===== config.mk =====
export PLATFORM = sky130hd
export DESIGN_NAME = atp_sqrt
export DESIGN_NICKNAME = d
export VERILOG_FILES = /design/src/atp_pkg.sv /design/src/atp_sqrt.sv
export SDC_FILE = /design/constraint.sdc
export NUM_CORES = 2
export LEC_CHECK = 0
export BUFFER_PORTS_ARGS = -buffer_cell sky130_fd_sc_hd__buf_2
export CORE_MARGIN = 1
export CORE_UTILIZATION = 65
export DETAILED_ROUTE_END_ITERATION = 8
export PLACE_DENSITY_LB_ADDON = 0.3
export SLEW_MARGIN = 15
export SYNTH_ARGS = -nofsm -noshare
export SYNTH_HDL_FRONTEND = slang
export SYNTH_SLANG_ARGS = --single-unit

===== constraint.sdc =====
create_clock -name clk -period 9.2 [get_ports clk]
set_input_delay 0.46 -clock clk [delete_from_list [all_inputs] [get_ports clk]]
set_output_delay 0.46 -clock clk [all_outputs]
set_load 0.05 [all_outputs]

===== src/atp_pkg.sv =====
// Shared constants, types and the arctangent table for the accelerometer tilt block.
// Used by every module under src; depends on nothing else.
package atp_pkg;

  // Field widths of the stream payloads
  localparam int unsigned IN_W        = 16;
  localparam int unsigned ROLL_W      = 17;
  localparam int unsigned PITCH_W     = 16;
  localparam int unsigned IN_TDATA_W  = 48;
  localparam int unsigned OUT_TDATA_W = 40;

  // Parameter defaults
  localparam int unsigned DEF_ANGLE_FRAC_BITS = 8;
  localparam int unsigned DEF_CORDIC_STEPS    = 16;

  // Operands of the arctangent units and the angle in Q30 radians
  localparam int unsigned OPND_W  = 2 * IN_W;
  localparam int unsigned ANGLE_W = 32;
  localparam int unsigned ATAN_W  = 31;
  localparam int unsigned ATAN_TABLE_LEN = 24;
  localparam logic [ANGLE_W-1:0] PI_Q30      = 32'd3373259426;
  localparam logic [ANGLE_W-1:0] HALF_PI_Q30 = 32'd1686629713;

  // Normalisation: the larger operand ends with its top bit at NORM_W-1
  localparam int unsigned NORM_W     = 41;
  localparam int unsigned NORM_STEPS = 6;

  // CORDIC datapath widths
  localparam int unsigned CORDIC_W   = 45;
  localparam int unsigned CORDIC_Z_W = 33;

  // Square root: radicand is the sum of squares, taken as Q32
  localparam int unsigned SQRT_IN_W   = 2 * IN_W;
  localparam int unsigned SQRT_ROOT_W = 32;
  localparam int unsigned SQRT_REM_W  = 34;

  // Degree scaling: theta * 57295 * 2^F + 500 * 2^30, over 125 * 2^33
  localparam int unsigned     DEG_SCALE_W    = 16;
  localparam logic [15:0]     DEG_SCALE      = 16'd57295;
  localparam logic [63:0]     DEG_ROUND      = 64'd536870912000;
  localparam int unsigned     DEG_DIV_SHIFT  = 33;
  localparam logic [63:0]     DEG_DIV        = 64'd125;
  localparam int unsigned     DEG_DIV_LOG2   = 7;

  // Control that travels beside an angle
  typedef struct packed {
    logic valid;
    logic mirror;  // take pi minus the first-quadrant angle
    logic neg;     // negate the degree result
  } atp_ctl_t;

  // atan(2^-i) in Q30
  function automatic logic [ATAN_W-1:0] atan_q30(input int unsigned i);
    logic [ATAN_W-1:0] v;
    case (i)
      0:       v = 31'd843314857;
      1:       v = 31'd497837829;
      2:       v = 31'd263043837;
      3:       v = 31'd133525159;
      4:       v = 31'd67021687;
      5:       v = 31'd33543516;
      6:       v = 31'd16775851;
      7:       v = 31'd8388437;
      8:       v = 31'd4194283;
      9:       v = 31'd2097149;
      10:      v = 31'd1048576;
      11:      v = 31'd524288;
      12:      v = 31'd262144;
      13:      v = 31'd131072;
      14:      v = 31'd65536;
      15:      v = 31'd32768;
      16:      v = 31'd16384;
      17:      v = 31'd8192;
      18:      v = 31'd4096;
      19:      v = 31'd2048;
      20:      v = 31'd1024;
      21:      v = 31'd512;
      22:      v = 31'd256;
      23:      v = 31'd128;
      default: v = '0;
    endcase
    return v;
  endfunction

endpackage


===== src/atp_sqrt.sv =====
// Pipelined digit-by-digit square root, one root bit per stage, with a side band.
// Depends on atp_pkg.
module atp_sqrt #(
  parameter int unsigned SB_W = 1
) (
  input  logic                               clk,
  input  logic                               rst_n,
  input  logic                               en,
  input  logic                               in_valid,
  input  logic [atp_pkg::SQRT_IN_W-1:0]      in_rad,
  input  logic [SB_W-1:0]                    in_side,
  output logic                               out_valid,
  output logic [atp_pkg::SQRT_ROOT_W-1:0]    out_root,
  output logic [SB_W-1:0]                    out_side
);
  import atp_pkg::*;

  localparam int unsigned STEPS = SQRT_ROOT_W;

  logic                   valid_r [STEPS];
  logic [SQRT_IN_W-1:0]   rad_r   [STEPS];
  logic [SQRT_ROOT_W-1:0] root_r  [STEPS];
  logic [SQRT_REM_W-1:0]  rem_r   [STEPS];
  logic [SB_W-1:0]        side_r  [STEPS];

  for (genvar j = 0; j < STEPS; j++) begin : g_stage
    logic                   src_valid;
    logic [SQRT_IN_W-1:0]   src_rad;
    logic [SQRT_ROOT_W-1:0] src_root;
    logic [SQRT_REM_W-1:0]  src_rem;
    logic [SB_W-1:0]        src_side;
    logic [1:0]             pair;
    logic [SQRT_REM_W+1:0]  cand;
    logic [SQRT_REM_W+1:0]  trial;
    logic [SQRT_REM_W+1:0]  diff;
    logic                   fit;
    logic [SQRT_REM_W-1:0]  rem_nxt;
    logic [SQRT_ROOT_W-1:0] root_nxt;

    if (j == 0) begin : g_first
      assign src_valid = in_valid;
      assign src_rad   = in_rad;
      assign src_root  = '0;
      assign src_rem   = '0;
      assign src_side  = in_side;
    end else begin : g_next
      assign src_valid = valid_r[j-1];
      assign src_rad   = rad_r[j-1];
      assign src_root  = root_r[j-1];
      assign src_rem   = rem_r[j-1];
      assign src_side  = side_r[j-1];
    end

    // Radicand is scaled by 2^SQRT_IN_W, so the low pairs are zero
    if (2 * j < SQRT_IN_W) begin : g_pair
      assign pair = src_rad[SQRT_IN_W-1-2*j -: 2];
    end else begin : g_zero
      assign pair = 2'b00;
    end

    // Try the next root bit: subtract (4 * root + 1) where it fits
    always_comb begin
      cand     = {src_rem, pair};
      trial    = (SQRT_REM_W+2)'({src_root, 2'b01});
      diff     = cand - trial;
      fit      = (cand >= trial);
      rem_nxt  = fit ? diff[SQRT_REM_W-1:0] : cand[SQRT_REM_W-1:0];
      root_nxt = {src_root[SQRT_ROOT_W-2:0], fit};
    end

    // Advance the valid bit
    always_ff @(posedge clk) begin
      if (!rst_n) begin
        valid_r[j] <= 1'b0;
      end else if (en) begin
        valid_r[j] <= src_valid;
      end
    end

    // Advance the payload
    always_ff @(posedge clk) begin
      if (en) begin
        rad_r[j]  <= src_rad;
        root_r[j] <= root_nxt;
        rem_r[j]  <= rem_nxt;
        side_r[j] <= src_side;
      end
    end
  end

  assign out_valid = valid_r[STEPS-1];
  assign out_root  = root_r[STEPS-1];
  assign out_side  = side_r[STEPS-1];

endmodule


==> run metrics <==
Congestion Overflow GR 0; Setup crit start kind flip-flop; switching pwr between 7 and 8 mW; min-delay src rst_n; layout cell share with drive strength beyond 1 0.0645; minimum clock period after layout 5.05 ns; Final Hold Viols 0; RSZ-0062 raised after global routing no; largest net degree at the start of global routing 210; TritonCTS clock tree done; fin. max-slew vios 0; outcome complete, no violations; P&R area growth vs syn 9.60%; Layout fillers 9259; Clock Skew 0.0296 ns; I/O pin cnt just over 70; Synth top area share 0.586; CP peak stage delay around 0.99 ns; WL per Instance 18.3 um; hold buffers post-CTS 35; reg2reg start rem_r[1][103]; ranking of synthesized cells by area edfxtp_1 59%, ha_1 7.1%, xor2_1 3.7%; EDFF count, synth roughly 1800; Max Clk Rate approximately 0.20 GHz; Crit path max-delay family compound AO/OA/AOI/OAI gates; Clock Path Buffers 3; Leak 40.0 nW; Seq/Total Area, Yosys 0.586; final wirelength between 150000 and 200000 um; initial core utilization 0.657; final instance area 0.102 sq mm; vias after detailed routing 60199; Net Sw Frac 0.290; Final Wtd Congestion 0.902; htree depth 4; Critical path origin rem_r[1][103]; first-pass GRT wire length ~300000 um; combinational share of power 0.225; vias in the first global route 59738; clock network fraction of total power 0.306; detailed router's first-iteration violation count 5363; Die X 381 um; Seq pwr share 0.470; die area 0.145 sq mm; Antenna Cells 0; Cells after Synth 7824; number of clock sinks about 1800; Syn Std Cell Area 0.0932 sq mm; core area 0.142 sq mm; CP bufs+invs 1; P_int 17.3 mW; #FFs+latches synth 1820; Row Count 138; initial antenna violation count 1; Reg clk slew, reported paths approximately 0.060 ns; Die Ht ~380 um; CP required 9.72 ns; dpl hpwl around 130000 um; path type of the worst min-delay path in -> reg; Synth cell types 91; worst-path maximum fanout 40; Synth Warn # 0; fin crit share 0.549; Max VDD drop 0.253 mV; aggregate negative setup slack 0 ns; post-CTS setup buffer count 0; Async S/R FF share, synth 0; Final ANT Viol Nets 0; number of remaining DRC errors 0; Worst-Skew Late Latency 0.82 ns; WS Path Type reg -> reg; Placed Area 0.0958 sq mm; root buf cell clkbuf_16; Critical Path AT 5.57 ns; DR vias/cell between 5 and 6; area leader, netlist edfxtp_1; PostCTS Resize Cnt 0; fin nets 8587; GRT Total Usage 0.253; Pre-Repair DR Iteration Count 6; crit path cell chain inv_1, ha_1, fa_1, a21o_1, a21oi_1, o21bai_1, a21oi_1, o31ai_1, o41ai_1, o21ba_2, nor2b_1, nor4b_1, xor2_1; cell repeated most along the worst path a21oi_1; syn_area_per_cell 11.9 sq um; Tot Pwr about 24 mW; # Max-Cap Violations 0; Setup-failing EPs final 0; power per cell area 239 mW/mm^2; worst slew pin tran 1.24 ns; ys flop type edfxtp_1; crit end category flip-flop; Syn Nets about 8400; Slew HR 0.165; slowest CP cell o41ai_1; PortBufs 70; CTS Buf Count about 180; hold slack 0.135 ns
[power groups by stage]
| stage | clock network (mW) | registers, mW | logic [mW] |
|---|---|---|---|
| final | 7.46 | 11.5 | 5.48 |
| after global routing | 7.89 | 11.6 | 6.09 |
| after CTS | 7.58 | 11.4 | 5.42 |
| after detailed placement | 0 | 11.6 | 5.33 |
| after global placement | 0 | 11.6 | 5.11 |
| after floorplan | 0 | 11.3 | 4.16 |
[logic make-up after synthesis]
group                      Yosys count  synth area share
DFF                               1820             0.586
muxes                               91            0.0109
other                                1         0.0000402
and+or+nand+nor                   2077             0.110
buffers and inverters              828            0.0336
xor gates and xnor gates           792            0.0744
adders and majority gates          546            0.0745
AOI/OAI and AO/OA                 1669             0.110
[final cells by class]
class                   instances  area, sq um  share of cell area
repair buffers                139         1050              0.0102
clock inverters               114         1250              0.0123
well taps                    1890         2360              0.0231
multi-input cells            5176        35600               0.348
flip-flops and latches       1820        54600               0.535
inverters                     685         2570              0.0252
clock buffers                 219         4760              0.0465
[per-layer routing]
| layer | vias up | global-route usage | routed length [um] |
|---|---|---|---|
| met2 | 1853 | 0.438 | 91400 |
| met1 | 28885 | 0.332 | 78000 |
| li1 | 29053 | - | - |
| met5 | - | 0 | 0 |
| met3 | 408 | 0.0323 | 9340 |
| met4 | 0 | 0.0800 | 5090 |
[per-stage QoR]
step | cells | utilization | setup slack [ns]
after floorplan | 7824 | - | 5.40
after detailed placement | 9675 | 0.675 | 4.17
after CTS | 10043 | 0.720 | 4.13
after global placement | 9675 | 0.675 | 4.27
final | 10043 | 0.720 | 4.15
after global routing | 10043 | 0.720 | 3.76
[state kept, by name (all words and copies together), names as in the netlist]
register and cells:
rad_r 240, rem_r 1004, root_r 512, side_r 32
valid_r 32
[worst reg2reg max path: cells and delay by family, from the launching register on]
kind | cells | cell delay (ns)
xor gates and xnor gates | 1 | 0.16
buffers and inverters | 1 | 0.07
adders and majority gates | 2 | 0.62
DFF | 1 | 0.44
and+or+nand+nor | 2 | 0.54
AOI/OAI and AO/OA | 7 | 2.93
[path summary, 6_finish.rpt]
path,endpoint,slack [ns],cells after the start
worst max-delay path,rem_r[1][161],4.15,13
worst max register to register,rem_r[1][161],4.15,13
worst min-delay path,valid_r[16],0.13,2
worst min register to register,rad_r[0][236],0.40,0
[cell usage in the layout (no fill, tap or decap), types with 19 or more instances in the layout]
cell type / netlist / routed
o21a_1: 92 / 92
inv_1: 680 / 680
a21oi_1: 513 / 512
buf_4: 2 / 28
nor3_1: 220 / 219
edfxtp_1: 1819 / 1819
clkbuf_1: 126 / 34
nand3b_1: 36 / 36
buf_2: 4 / 69
a21o_1: 222 / 222
nor2_1: 477 / 477
o21bai_1: 49 / 49
or3_1: 83 / 83
a211oi_1: 46 / 46
ha_1: 531 / 531
or2_2: 32 / 32
clkbuf_16: 0 / 185
or4_1: 56 / 56
xnor2_1: 393 / 393
and2_1: 19 / 19
nand2_1: 571 / 571
a31oi_1: 41 / 39
clkinv_2: 0 / 23
xor2_1: 399 / 399
nor4_1: 86 / 86
mux2_2: 84 / 84
nor2b_1: 64 / 63
nand4_1: 63 / 63
a211o_1: 21 / 21
dlygate4sd3_1: 0 / 35
o211ai_1: 29 / 29
and3_1: 68 / 67
o21ai_0: 453 / 451
bufinv_16: 0 / 21
clkinv_1: 1 / 43
nand2b_1: 107 / 107
nand3_1: 115 / 115
o31ai_1: 46 / 46
[synthesized netlist by cell type, drive strengths merged (16+ instances only)]
| cell | instances |
|---|---|
| o31ai | 46 |
| edfxtp | 1819 |
| nand2b | 108 |
| a21boi | 16 |
| a21oi | 513 |
| o41ai | 18 |
| a211oi | 46 |
| mux2 | 84 |
| a211o | 21 |
| buf | 17 |
| nor3b | 18 |
| a21o | 222 |
| nand2 | 573 |
| xor2 | 399 |
| or4 | 59 |
| nor4 | 88 |
| nand3 | 116 |
| nor3 | 220 |
| nand4 | 63 |
| or2 | 34 |
| clkbuf | 126 |
| and2 | 20 |
| or3 | 84 |
| and3 | 68 |
| ha | 531 |
| nor2 | 480 |
| inv | 684 |
| nor2b | 64 |
| nand3b | 36 |
| o21a | 92 |
| o21ai | 454 |
| xnor2 | 393 |
| a31oi | 41 |
| o211ai | 29 |
| o21bai | 49 |
Note: power is estimated with default switching activity, not from simulation.
