--- config.mk ---
export PLATFORM = sky130hd
export DESIGN_NAME = atp_deg
export DESIGN_NICKNAME = d
export VERILOG_FILES = /design/src/atp_pkg.sv /design/src/atp_deg.sv
export SDC_FILE = /design/constraint.sdc
export NUM_CORES = 1
export LEC_CHECK = 0
export ABC_CLOCK_PERIOD_IN_PS = 19300
export BUFFER_PORTS_ARGS = -buffer_cell sky130_fd_sc_hd__buf_2
export CAP_MARGIN = 20
export CORE_UTILIZATION = 35
export CTS_BUF_LIST = sky130_fd_sc_hd__clkbuf_4
export DETAILED_ROUTE_END_ITERATION = 6
export GPL_ROUTABILITY_DRIVEN = 0
export GPL_TIMING_DRIVEN = 0
export SYNTH_ARGS = -nofsm -noshare
export SYNTH_HDL_FRONTEND = slang
export SYNTH_SLANG_ARGS = --single-unit
--- constraint.sdc ---
create_clock -name clk -period 19.3 [get_ports clk]
set_input_delay 2.895 -clock clk [delete_from_list [all_inputs] [get_ports clk]]
set_output_delay 2.895 -clock clk [all_outputs]
set_load 0.1 [all_outputs]
--- src/atp_pkg.sv ---
// Shared constants, types and the arctangent table for the accelerometer tilt block.
// Used by every module under src; depends on nothing else.
package atp_pkg;

  // Field widths of the stream payloads
  localparam int unsigned IN_W        = 16;
  localparam int unsigned ROLL_W      = 17;
  localparam int unsigned PITCH_W     = 16;
  localparam int unsigned IN_TDATA_W  = 48;
  localparam int unsigned OUT_TDATA_W = 40;

  // Parameter defaults
  localparam int unsigned DEF_ANGLE_FRAC_BITS = 8;
  localparam int unsigned DEF_CORDIC_STEPS    = 16;

  // Operands of the arctangent units and the angle in Q30 radians
  localparam int unsigned OPND_W  = 2 * IN_W;
  localparam int unsigned ANGLE_W = 32;
  localparam int unsigned ATAN_W  = 31;
  localparam int unsigned ATAN_TABLE_LEN = 24;
  localparam logic [ANGLE_W-1:0] PI_Q30      = 32'd3373259426;
  localparam logic [ANGLE_W-1:0] HALF_PI_Q30 = 32'd1686629713;

  // Normalisation: the larger operand ends with its top bit at NORM_W-1
  localparam int unsigned NORM_W     = 41;
  localparam int unsigned NORM_STEPS = 6;

  // CORDIC datapath widths
  localparam int unsigned CORDIC_W   = 45;
  localparam int unsigned CORDIC_Z_W = 33;

  // Square root: radicand is the sum of squares, taken as Q32
  localparam int unsigned SQRT_IN_W   = 2 * IN_W;
  localparam int unsigned SQRT_ROOT_W = 32;
  localparam int unsigned SQRT_REM_W  = 34;

  // Degree scaling: theta * 57295 * 2^F + 500 * 2^30, over 125 * 2^33
  localparam int unsigned     DEG_SCALE_W    = 16;
  localparam logic [15:0]     DEG_SCALE      = 16'd57295;
  localparam logic [63:0]     DEG_ROUND      = 64'd536870912000;
  localparam int unsigned     DEG_DIV_SHIFT  = 33;
  localparam logic [63:0]     DEG_DIV        = 64'd125;
  localparam int unsigned     DEG_DIV_LOG2   = 7;

  // Control that travels beside an angle
  typedef struct packed {
    logic valid;
    logic mirror;  // take pi minus the first-quadrant angle
    logic neg;     // negate the degree result
  } atp_ctl_t;

  // atan(2^-i) in Q30
  function automatic logic [ATAN_W-1:0] atan_q30(input int unsigned i);
    logic [ATAN_W-1:0] v;
    case (i)
      0:       v = 31'd843314857;
      1:       v = 31'd497837829;
      2:       v = 31'd263043837;
      3:       v = 31'd133525159;
      4:       v = 31'd67021687;
      5:       v = 31'd33543516;
      6:       v = 31'd16775851;
      7:       v = 31'd8388437;
      8:       v = 31'd4194283;
      9:       v = 31'd2097149;
      10:      v = 31'd1048576;
      11:      v = 31'd524288;
      12:      v = 31'd262144;
      13:      v = 31'd131072;
      14:      v = 31'd65536;
      15:      v = 31'd32768;
      16:      v = 31'd16384;
      17:      v = 31'd8192;
      18:      v = 31'd4096;
      19:      v = 31'd2048;
      20:      v = 31'd1024;
      21:      v = 31'd512;
      22:      v = 31'd256;
      23:      v = 31'd128;
      default: v = '0;
    endcase
    return v;
  endfunction

endpackage

--- src/atp_deg.sv ---
// Three-stage scaling of a Q30 angle to rounded fixed-point degrees with sign,
// dividing by a constant through a reciprocal multiply. Depends on atp_pkg.
module atp_deg #(
  parameter int unsigned ANGLE_FRAC_BITS = atp_pkg::DEF_ANGLE_FRAC_BITS,
  parameter int unsigned OUT_W           = atp_pkg::ROLL_W
) (
  input  logic                          clk,
  input  logic                          rst_n,
  input  logic                          en,
  input  atp_pkg::atp_ctl_t             in_ctl,
  input  logic [atp_pkg::ANGLE_W-1:0]   in_theta,
  output atp_pkg::atp_ctl_t             out_ctl,
  output logic [OUT_W-1:0]              out_val
);
  import atp_pkg::*;

  localparam int unsigned PROD_W  = ANGLE_W + DEG_SCALE_W;
  localparam int unsigned N_W     = PROD_W + ANGLE_FRAC_BITS + 1;
  localparam int unsigned QW      = N_W - DEG_DIV_SHIFT;
  localparam int unsigned K       = QW + DEG_DIV_LOG2;
  localparam int unsigned RECIP_W = K - DEG_DIV_LOG2 + 1;
  localparam int unsigned P2_W    = QW + RECIP_W;
  localparam int unsigned MMW     = P2_W - K;
  localparam int unsigned SW      = (MMW + 1 > OUT_W) ? MMW + 1 : OUT_W;
  localparam logic [63:0] RECIP_FULL = ((64'd1 << K) + DEG_DIV - 64'd1) / DEG_DIV;
  localparam logic [RECIP_W-1:0] RECIP = RECIP_FULL[RECIP_W-1:0];

  atp_ctl_t          c1_r, c2_r, c3_r;
  logic [PROD_W-1:0] prod_r;
  logic [P2_W-1:0]   p2_r;
  logic [OUT_W-1:0]  val_r;

  logic [N_W-1:0]    num;
  logic [QW-1:0]     quo;
  logic [MMW-1:0]    mag;
  logic [SW-1:0]     mag_s;
  logic [SW-1:0]     sgn;

  // Round half up, drop the power-of-two part, then divide by 125 via reciprocal
  always_comb begin
    num   = N_W'({prod_r, {ANGLE_FRAC_BITS{1'b0}}}) + N_W'(DEG_ROUND);
    quo   = num[N_W-1:DEG_DIV_SHIFT];
    mag   = p2_r[P2_W-1:K];
    mag_s = SW'(mag);
    sgn   = c2_r.neg ? (SW'(0) - mag_s) : mag_s;
  end

  // Advance the control bits
  always_ff @(posedge clk) begin
    if (!rst_n) begin
      c1_r <= '0;
      c2_r <= '0;
      c3_r <= '0;
    end else if (en) begin
      c1_r <= in_ctl;
      c2_r <= c1_r;
      c3_r <= c2_r;
    end
  end

  // Advance the arithmetic stages
  always_ff @(posedge clk) begin
    if (en) begin
      prod_r <= PROD_W'(in_theta) * PROD_W'(DEG_SCALE);
      p2_r   <= P2_W'(quo) * P2_W'(RECIP);
      val_r  <= sgn[OUT_W-1:0];
    end
  end

  assign out_ctl = c3_r;
  assign out_val = val_r;

endmodule

==> results of run 1 <==
[synth_stat cells, drive strengths merged, types with 4 or more instances]
| cell type | instances |
|---|---|
| a211oi | 5 |
| a21o | 35 |
| a21oi | 49 |
| and2 | 10 |
| and3 | 16 |
| and4 | 4 |
| clkbuf | 6 |
| dfxtp | 9 |
| edfxtp | 58 |
| fa | 422 |
| ha | 403 |
| inv | 677 |
| mux2i | 9 |
| nand2 | 53 |
| nand2b | 8 |
| nand3 | 20 |
| nand4 | 18 |
| nor2 | 39 |
| nor2b | 18 |
| nor3 | 9 |
| o211ai | 5 |
| o21ai | 33 |
| o31ai | 4 |
| or2 | 5 |
| or3 | 7 |
| xnor2 | 81 |
| xor2 | 35 |
[state kept, by name (all words and copies together) (netlist names)]
name	cells
prod_r	24
out_val	17
p2_r	17
c1_r	3
c2_r	3
out_ctl	3
[cells by family after synthesis]
group           count (synthesis)  share of synthesized area
compound gates                162                    0.05166
xor+xnor                      116                    0.05061
fa+ha+maj                     825                     0.6301
buf+inv                       684                     0.1200
flops                          67                    0.08976
mux                            10                   0.004734
simple gates                  216                    0.05318
[through the flow]
stage / cells / instance area (sq um)
2_1_floorplan: 2080 / 21410
3_5_place_dp: 2925 / 22770
4_1_cts: 2941 / 22920
6_report: 2942 / 22920
3_3_place_gp: 2919 / 22670
5_1_grt: 2942 / 22920
[area by class of cell]
class,instances,area share
multi-input combinational,1329,0.7389
timing repair buffer,63,0.01578
tap,782,0.04269
sequential,67,0.08386
inverter,677,0.1109
buffer,7,0.001201
clock buffer,9,0.002948
antenna,1,0.0001092
clock inverter,7,0.003603
[critical path, delay by kind of cell, from the launching register on]
family	cells	cell delay, ns
fa+ha+maj	8	3.53
flops	1	0.43
simple gates	8	1.98
xor+xnor	2	0.59
compound gates	6	1.08
buf+inv	8	0.82
[path summary, 6_finish.rpt]
check	startpoint	end	slack, ns
setup / recovery	prod_r[24]	p2_r[44]	10.62
hold / removal	p2_r[31]	out_val[0]	0.51
hold reg to reg	p2_r[31]	out_val[0]	0.51
setup reg to reg	prod_r[24]	p2_r[44]	10.62
[routing by layer]
metal  wire, um  vias up
met1      19760     6792
met2      21350      198
met5          0        -
met3       1433       37
li1           -     6539
met4        684        0
==> impl.org, run 1 <==
** Place
- Before CTS, the worst setup slack after placement is 10.26 ns.
- During placement, the flow inserted port buffers numbering 57.
- Post-DP HPWL :: just under 40 mm

** Cells and area
- The filler cells instantiated in the layout total about 6.0k.
- Leaving out fill and tap cells, the most frequent cell in the layout is sky130_fd_sc_hd__inv_1.
- In the final layout, the multi-input gates occupy about 17,000 sq um.
- Highest-count cells in the layout ignoring fill and taps :: 671 x sky130_fd_sc_hd__inv_1, 422 x sky130_fd_sc_hd__fa_1, 403 x sky130_fd_sc_hd__ha_1
- The sequential cells in the finished layout cover a total of a little under 2000 sq um.
- Final core utilization :: 0.3797
- In the final layout, the share of cells above drive strength 1 is 0.05604.
- Final nets :: between 3k and 4k
- Area growth from synthesis to layout :: 7.042%

** Routing
- For this run, design rule violations remaining after detail routing come to 0.
- The detail route stage leaves a number of antenna-violating nets equal to 0.
- Detailed-routing iteration count for the pre-antenna-repair pass :: 5
- Via-to-Cell Ratio :: between 4 and 5
- The first routing iteration left about 490 violations.
- Routed len/inst :: 14.69 um
- Via count :: approximately 14k
- Wirelength, routed :: roughly 43 mm

** Clock tree
- Number of gates resized after cts :: 0
- TritonCTS built the clock tree.
- Max H-tree Level :: 3
- The tree is rooted in a sky130_fd_sc_hd__clkbuf_4.
- Count of hold-fix buffers inserted at cts :: 0
- Setup fix buffers added after clock tree synthesis :: 0
- The clock passes through at most 2 buffers.
- Clock tree synthesis found a total of 67 sinks.
- Clock latency on the worst-skew pair, taken at its later pin, is 0.47 ns.
- After clock tree synthesis, the clock-pin slew on the worst setup and hold paths is 0.14 ns.
- Number of CTS-inserted buffers :: 9

** Floorplanning
- The floorplan step set the die width to 249.3 um.
- The die covers 62,170 sq um.
- Number of rows created at floorplan :: 90
- Pin placement for this block handled a little under 60 I/O pins.
- Die height :: roughly 250 um
- For this configuration, the core starts out at a cell density of 0.3547.
- Core Area :: 60,360 sq um

** GRT
- Antenna violations before repair :: 1
- Global-route wire length before repair :: 73.67 mm
- For this run, global-route usage on met3 was measured as 0.01338.
- Summed over all layers, the global routing overflow is 0.
- Global route hottest layer :: met2
- In the global route stage, met2 resource usage came out at 0.2563.
- In the global route stage, met1 resource usage came out at 0.1960.
- Entering global routing, the biggest net connects 36 pins.
- The via count of the first global-routing pass is between 15k and 20k.
- Total routing resource utilization after global routing :: 0.1465

** Timing
- The count of final hold-check violations was 0.
- Hold Slack :: 0.5146 ns
- The smallest clock period supported by the final layout is computed as ~8.7 ns.
- Setup repair after global routing missed its margin :: false
- Pin slew with the least headroom to its limit :: ~1.1 ns
- Derived from the worst setup path, the maximum achievable clock frequency is ~0.12 GHz.
- Slew Limit Fails :: 0
- Setup violations remaining at the end of the flow were counted as 0.
- The worst path meets setup with around 11 ns of slack.
- Clock Skews :: around 0.032 ns
- In the finished design, the share of the clock period the worst path needs comes to 0.4497.
- Relative slew margins :: 0.2573
- TNS Setup :: 0 ns

** Synthesis
- Of the post-synthesis cell area, the dominant cell type holds 0.3946.
- Post-synth design cell area :: 21,410 sq um
- Yosys mapped a number of flops with a built-in enable equal to 58.
- Sequential element share of the synthesized area :: 0.08976
- Largest cells by area after synthesis :: sky130_fd_sc_hd__fa_1 39%, sky130_fd_sc_hd__ha_1 24%, sky130_fd_sc_hd__inv_1 12%
- Post-synthesis async set-or-reset flop share :: 0
- Yosys top cell by area :: sky130_fd_sc_hd__fa_1
- Among all flip-flop cells after synthesis, the most frequent one is sky130_fd_sc_hd__edfxtp_1.
- Synth Net Count :: approximately 3k
- Synthesis produced a netlist whose cell count is between 2k and 2.5k.
- During synthesis, Yosys emitted a total of 0 warnings.
- Synthesized area divided by synthesized cell count :: just over 10 sq um
- FF+latch count, synth :: 67
- Post-synthesis cell type count :: between 60 and 70

** Worst setup path
- Startpoint Class :: flip-flop
- Worst path arrival time :: just under 9 ns
- At the worst endpoint, the required time is roughly 20 ns.
- The worst setup path is captured at a flip-flop.
- Worst Reg-to-Reg Cells :: 32
- Cell mode on critical path :: sky130_fd_sc_hd__inv_1
- The largest single stage delay on the critical path is 0.56 ns.
- The slowest stage of the critical path is the sky130_fd_sc_hd__fa_1 cell.
- Type of the worst setup path :: reg -> reg
- Of all nets on the critical path, the largest fanout is 7.

** Run
- The tool flagged a number of max-cap violations equal to 0.

** Outcome
- Status :: complete, no violations

** Worst hold path
- Counting instances, the worst hold path has a depth of 0.
- The path class of the tightest hold or removal check is reg -> reg.
Power of run 1 is not shown: default switching activity piles up to over one toggle a cycle in this logic, so the estimate is an artifact.
==> inputs of run 2 (changes only) <==
--- a/config.mk
+++ b/config.mk
@@ -5,7 +5,7 @@
 export SDC_FILE = /design/constraint.sdc
 export NUM_CORES = 1
 export LEC_CHECK = 0
-export ABC_CLOCK_PERIOD_IN_PS = 19300
+export ABC_CLOCK_PERIOD_IN_PS = 9050
 export BUFFER_PORTS_ARGS = -buffer_cell sky130_fd_sc_hd__buf_2
 export CAP_MARGIN = 20
 export CORE_UTILIZATION = 35
==> constraint.sdc (replaced) <==
create_clock -name clk -period 9.05 [get_ports clk]
set_input_delay 1.3575 -clock clk [delete_from_list [all_inputs] [get_ports clk]]
set_output_delay 1.3575 -clock clk [all_outputs]
set_load 0.1 [all_outputs]
==> impl.org, run 2 (synthesized netlist as in run 1, its figures left out) <==
** Routing
- Dividing the detail-routed via count by the number of cells gives about 4.6.
- Wirelength, routed :: 43.20 mm
- Via count :: approximately 14k
- DRC violations left :: 0
- Detailed router's first-iteration violation count :: 490
- In the final routed layout, each cell accounts on average for approximately 15 um.
- Remaining antenna violation count after routing :: 0
- Detailed-routing iteration count for the pre-antenna-repair pass :: 7

** Worst setup path
- Type of the worst setup path :: reg -> reg
- The worst register-to-register path ends at p2_r[44].
- Startpoint Class :: flip-flop
- Worst Reg-to-Reg Cells :: 32
- For the worst setup path, the data arrival time is ~8.7 ns.
- In this run the worst path has a maximum fanout of 7.
- For the worst setup path, the data required time is slightly above 9 ns.
- CP peak stage delay :: ~0.56 ns
- The most critical setup path has its endpoint at p2_r[44].
- The worst setup path is captured at a flip-flop.
- Cell mode on critical path :: sky130_fd_sc_hd__inv_1
- The critical path starts at prod_r[24].
- Worst R2R Setup Slack :: between 0.5 and 0.6 ns
- The worst register-to-register path begins at prod_r[24].
- The largest individual stage delay along the critical path comes from the cell sky130_fd_sc_hd__fa_1.

** Worst hold path
- The tightest min-delay check is of the reg -> reg type.

** Clock tree
- Clock-pin slew reported for the worst setup and hold paths after clock tree synthesis :: 0.14 ns
- Count of hold-fix buffers inserted at cts :: 0
- For the worst-skew pair, the clock arrives at the later sink with an insertion delay of 0.47 ns.
- The clock passes through at most 2 buffers.
- The H-tree generated during clock tree synthesis spans 3 levels.
- Setup fix buffers added after clock tree synthesis :: 0
- CTS tree :: done
- Count of clock tree sinks :: between 60 and 70
- The number of clock buffers added by TritonCTS is 9.
- The cell sitting at the root of the clock tree is a sky130_fd_sc_hd__clkbuf_4.

** Cells and area
- Final nets :: 3,017
- Number of flip-flops in the largest register :: 24
- Excluding fillers, the count of instances in the completed layout stands at about 2.9k.
- Ratio of cells with drive above 1 in the final layout :: 0.05697
- Area growth from synthesis to layout :: 7.165%
- Ranked by flip-flop count, first place goes to prod_r.
- The library cells used most frequently in the layout, excluding fill and tap cells, are 671 x sky130_fd_sc_hd__inv_1, 422 x sky130_fd_sc_hd__fa_1, 403 x sky130_fd_sc_hd__ha_1.
- Leaving out fill and tap cells, the most frequent cell in the layout is sky130_fd_sc_hd__inv_1.

** Timing
- TNS Setup :: 0 ns
- Slew Limit Fails :: 0
- Clock Skews :: ~0.032 ns
- Setup repair after global routing missed its margin :: false
- Achievable frequency :: 0.1180 GHz
- Relative slew margins :: 0.2362
- Setup violations remaining at the end of the flow were counted as 0.
- Clock period minus final worst setup slack :: 8.473 ns
- Dividing the final minimum period by the clock period gives 0.9363.
- Hold Slack :: 0.5146 ns
- Pin slew with the least headroom to its limit :: ~1.1 ns
- Final setup margin :: roughly 0.58 ns
- The count of final hold-check violations was 0.

** GRT
- The via count of the first global-routing pass is about 15k.
- Total routing resource utilization after global routing :: 0.1465
- Pin count of the biggest net entering global routing :: 36
- The first global-routing pass estimated around 74 mm of wire.
- Antenna violations before repair :: 1
- Gr ovfl total :: 0

** Floorplanning
- The floorplan step defined a die boundary enclosing 62,170 sq um.
- For this configuration, the core starts out at a cell density of 0.3547.
- The floorplan step set the die height to between 200 and 250 um.
- Number of primary I/O pins :: 58
- In this run the core area contains 90 standard-cell rows.
- Measured along the x axis, the die boundary spans 249.3 um.
- Core Area :: between 60,000 and 70,000 sq um

** Place
- Detailed placement ended at an HPWL of just under 40 mm.
- Total of buffers placed on input and output ports :: 57
- At the placement stage, the worst setup path has a slack of between 0.3 and 0.4 ns.
- Cell total after placement :: between 2k and 3k

** Outcome
- Status :: complete, no violations

** Run
- Count of max-cap constraint violations :: 0
-- run 2: timing repair --
action                                 4_1_cts  5_1_grt
setup endpoints to repair                    0        4
resized for setup                            0        3
endpoints found under the hold margin        0        0
-- run 2: worst min-delay path by stage --
stage	from	to	slack, ns	depth (start not counted)
detailed placement	p2_r[31]	out_val[0]	0.49	0
global placement	out_ctl[0]	out_ctl[0]	0.49	2
floorplan	p2_r[31]	out_val[0]	0.45	0
finish	p2_r[31]	out_val[0]	0.51	0
global route	p2_r[31]	out_val[0]	0.54	0
CTS	p2_r[31]	out_val[0]	0.52	0
-- run 2: through the flow --
step	util	cell area, sq um
global route	0.3801	22940
detailed placement	0.3772	22770
CTS	0.3797	22920
global placement	0.3757	22670
finish	0.3801	22940
floorplan	-	21410
-- run 2: final cells by class --
cell class | instances | area (sq um)
fill | 5958 | 37410
multi-input combinational | 1329 | 16960
inverter | 677 | 2541
sequential | 67 | 1922
tap | 782 | 978.4
timing repair buffer | 63 | 361.6
clock inverter | 7 | 82.58
clock buffer | 9 | 67.56
buffer | 7 | 27.53
antenna | 1 | 2.502
-- run 2: routing by layer --
layer	GRT usage	wire, um	up-vias	part of all wire
met5	0	0	-	0
met4	0.03228	731	0	0.017
met3	0.01338	1332	40	0.031
met2	0.2563	21320	189	0.49
met1	0.1960	19810	6765	0.46
li1	-	-	6534	-
-- run 2: worst max-delay path: cells and delay by family (launching register included) --
| family | cells | cell delay (ns) |
|---|---|---|
| compound gates | 6 | 1.08 |
| flops | 1 | 0.43 |
| buf+inv | 8 | 0.75 |
| simple gates | 8 | 2.02 |
| fa+ha+maj | 8 | 3.51 |
| xor+xnor | 2 | 0.44 |
Power of run 2 is left out for the same reason.
==> inputs of run 3 (changes only) <==
--- a/config.mk
+++ b/config.mk
@@ -8,11 +8,12 @@
 export ABC_CLOCK_PERIOD_IN_PS = 9050
 export BUFFER_PORTS_ARGS = -buffer_cell sky130_fd_sc_hd__buf_2
 export CAP_MARGIN = 20
-export CORE_UTILIZATION = 35
+export CORE_UTILIZATION = 64
 export CTS_BUF_LIST = sky130_fd_sc_hd__clkbuf_4
 export DETAILED_ROUTE_END_ITERATION = 6
 export GPL_ROUTABILITY_DRIVEN = 0
 export GPL_TIMING_DRIVEN = 0
+export PLACE_DENSITY = 0.81
 export SYNTH_ARGS = -nofsm -noshare
 export SYNTH_HDL_FRONTEND = slang
 export SYNTH_SLANG_ARGS = --single-unit
==> impl.org, run 3 (synthesized netlist as in run 1, its figures left out) <==
** Outcome
- Status :: complete, no violations

** Worst setup path
- CP peak stage delay :: 0.58 ns
- The cell family contributing the most delay on the critical path is adder cells.
- The worst setup path is of the reg -> reg kind.
- Worst R2R Setup Slack :: slightly below 0.5 ns
- Total buffers and inverters traversed by the critical path :: 5
- The worst setup path is launched from a flip-flop.
- The most numerous cell type found on the critical path is sky130_fd_sc_hd__fa_1.
- Data required time at the worst endpoint :: 9.24 ns
- STA classifies the critical path endpoint as a flip-flop.
- Worst path arrival time :: 8.75 ns
- Max Fanout on Critical Path :: 10
- Worst setup path start :: prod_r[24]
- The startpoint identified for the worst register-to-register timing path is prod_r[24].
- The slowest stage of the critical path is the sky130_fd_sc_hd__xor2_2 cell.

** Worst hold path
- The tightest min-delay check is of the reg -> reg type.
- The worst hold path begins at p2_r[31].

** Floorplanning
- Initial cell density of the core :: 0.6547
- Pin placement for this block handled a little under 60 I/O pins.
- The floorplan step defined a die boundary enclosing 34,190 sq um.
- Die extent in x :: 184.9 um
- After floorplanning, the core was sized to cover ~33,000 sq um.
- The floorplan step set the die height to about 180 um.
- Number of rows created at floorplan :: 66

** Cells and area
- After the last flow step, the layout net total stands at ~3.0k.
- Highest-count cells in the layout ignoring fill and taps :: 671 x sky130_fd_sc_hd__inv_1, 422 x sky130_fd_sc_hd__fa_1, 403 x sky130_fd_sc_hd__ha_1
- Of the cells placed in the final design, the portion with a size suffix greater than 1 is 0.05607.
- Number of flip-flops in the largest register :: 24
- The layout has 2,408 filler cells.
- Largest reg by FF count :: prod_r
- From synthesis to final layout, the design area changed by 4.950%.
- Most common cell after layout, fill and taps aside :: sky130_fd_sc_hd__inv_1

** Routing
- Via count :: 13.97k
- Detailed router's first-iteration violation count :: roughly 810
- DRC violations left :: 0
- Remaining antenna violation count after routing :: 0
- Wirelength, routed :: around 44 mm
- The pre-antenna-repair detailed-routing pass consisted of 5 iterations.
- Via-to-Cell Ratio :: between 5 and 6
- Dividing the detail-routed wire length by the instance count gives approximately 17 um.

** GRT
- The first global-routing pass estimated approximately 73 mm of wire.
- Pin count of the biggest net entering global routing :: 36
- Number of global-route vias before repair :: between 15k and 20k
- Global routing finished with a remaining overflow of 0.
- Antenna violations before repair :: 1
- Total routing resource utilization after global routing :: 0.2752

** Timing
- Clock skew on the completed layout was measured at between 0.02 and 0.025 ns.
- Hold Violations, Final :: 0
- Setup repair after global routing left no endpoint under its margin.
- At the pin with the least slew margin, the transition time is approximately 1.1 ns.
- Dividing the final minimum period by the clock period gives 0.9456.
- Clock period minus final worst setup slack :: between 8 and 9 ns
- Finish-stage setup viols :: 0
- Relative slew margins :: 0.2762
- Summed over all failing endpoints, the final setup total negative slack is 0 ns.
- Achievable frequency :: roughly 0.12 GHz
- Slew Limit Fails :: 0

** Clock tree
- TritonCTS built the clock tree.
- Cell at the root of the clock tree :: sky130_fd_sc_hd__clkbuf_4
- Clock latency on the worst-skew pair, taken at its later pin, is approximately 0.45 ns.
- Max H-tree Level :: 3
- Clock-pin slew reported for the worst setup and hold paths after clock tree synthesis :: approximately 0.13 ns
- For this design, the sink count on the clock tree is 67.
- Post-CTS timing repair inserted 0 buffers for setup.
- Number of CTS-inserted buffers :: 9
- Maximum buffer depth of the clock tree :: 2

** Run
- Max-cap violations in this run came to 0.

** Place
- Post-DP HPWL :: about 40 mm
- Total of buffers placed on input and output ports :: 57
[run 3: per-layer routing]
layer / vias up / routed length (um) / GRT usage
li1: 6540 / - / -
met1: 7023 / 18780 / 0.3709
met2: 333 / 21960 / 0.4710
met3: 71 / 1914 / 0.03008
met4: 0 / 1005 / 0.07901
met5: - / 0 / 0
[run 3: stage by stage]
stage	area, sq um	setup WS (ns)	hold slack [ns]	utilization	cells
after floorplan	21410	1.521	0.4500	-	2080
after global placement	22250	0.5871	0.4871	0.6804	2579
after detailed placement	22320	0.4089	0.4915	0.6825	2584
after CTS	22450	0.3259	0.5229	0.6866	2600
after global routing	22470	0.04224	0.5283	0.6871	2601
final	22470	0.4921	0.5145	0.6871	2601
[run 3: final timing paths]
kind / cells after the start / end
worst max register to register: 30 / p2_r[47]
worst min-delay path: 0 / out_val[0]
worst max-delay path: 30 / p2_r[47]
worst min register to register: 0 / out_val[0]
[run 3: what timing repair did]
| item | 4_1_cts | 5_1_grt |
|---|---|---|
| endpoints found under the setup margin | 0 | 7 |
| hold buffers | 0 | 0 |
| resized for setup | 0 | 2 |
[run 3: area by class of cell]
type	instances	area (sq um)	area share
antenna	1	2.502	0.0001114
buffer	7	27.53	0.001225
clock buffer	9	67.56	0.003007
clock inverter	7	67.56	0.003007
inverter	677	2541	0.1131
multi-input combinational	1329	16950	0.7543
sequential	67	1922	0.08553
tap	442	553.0	0.02461
timing repair buffer	62	339.1	0.01509
Power of run 3 is left out for the same reason.
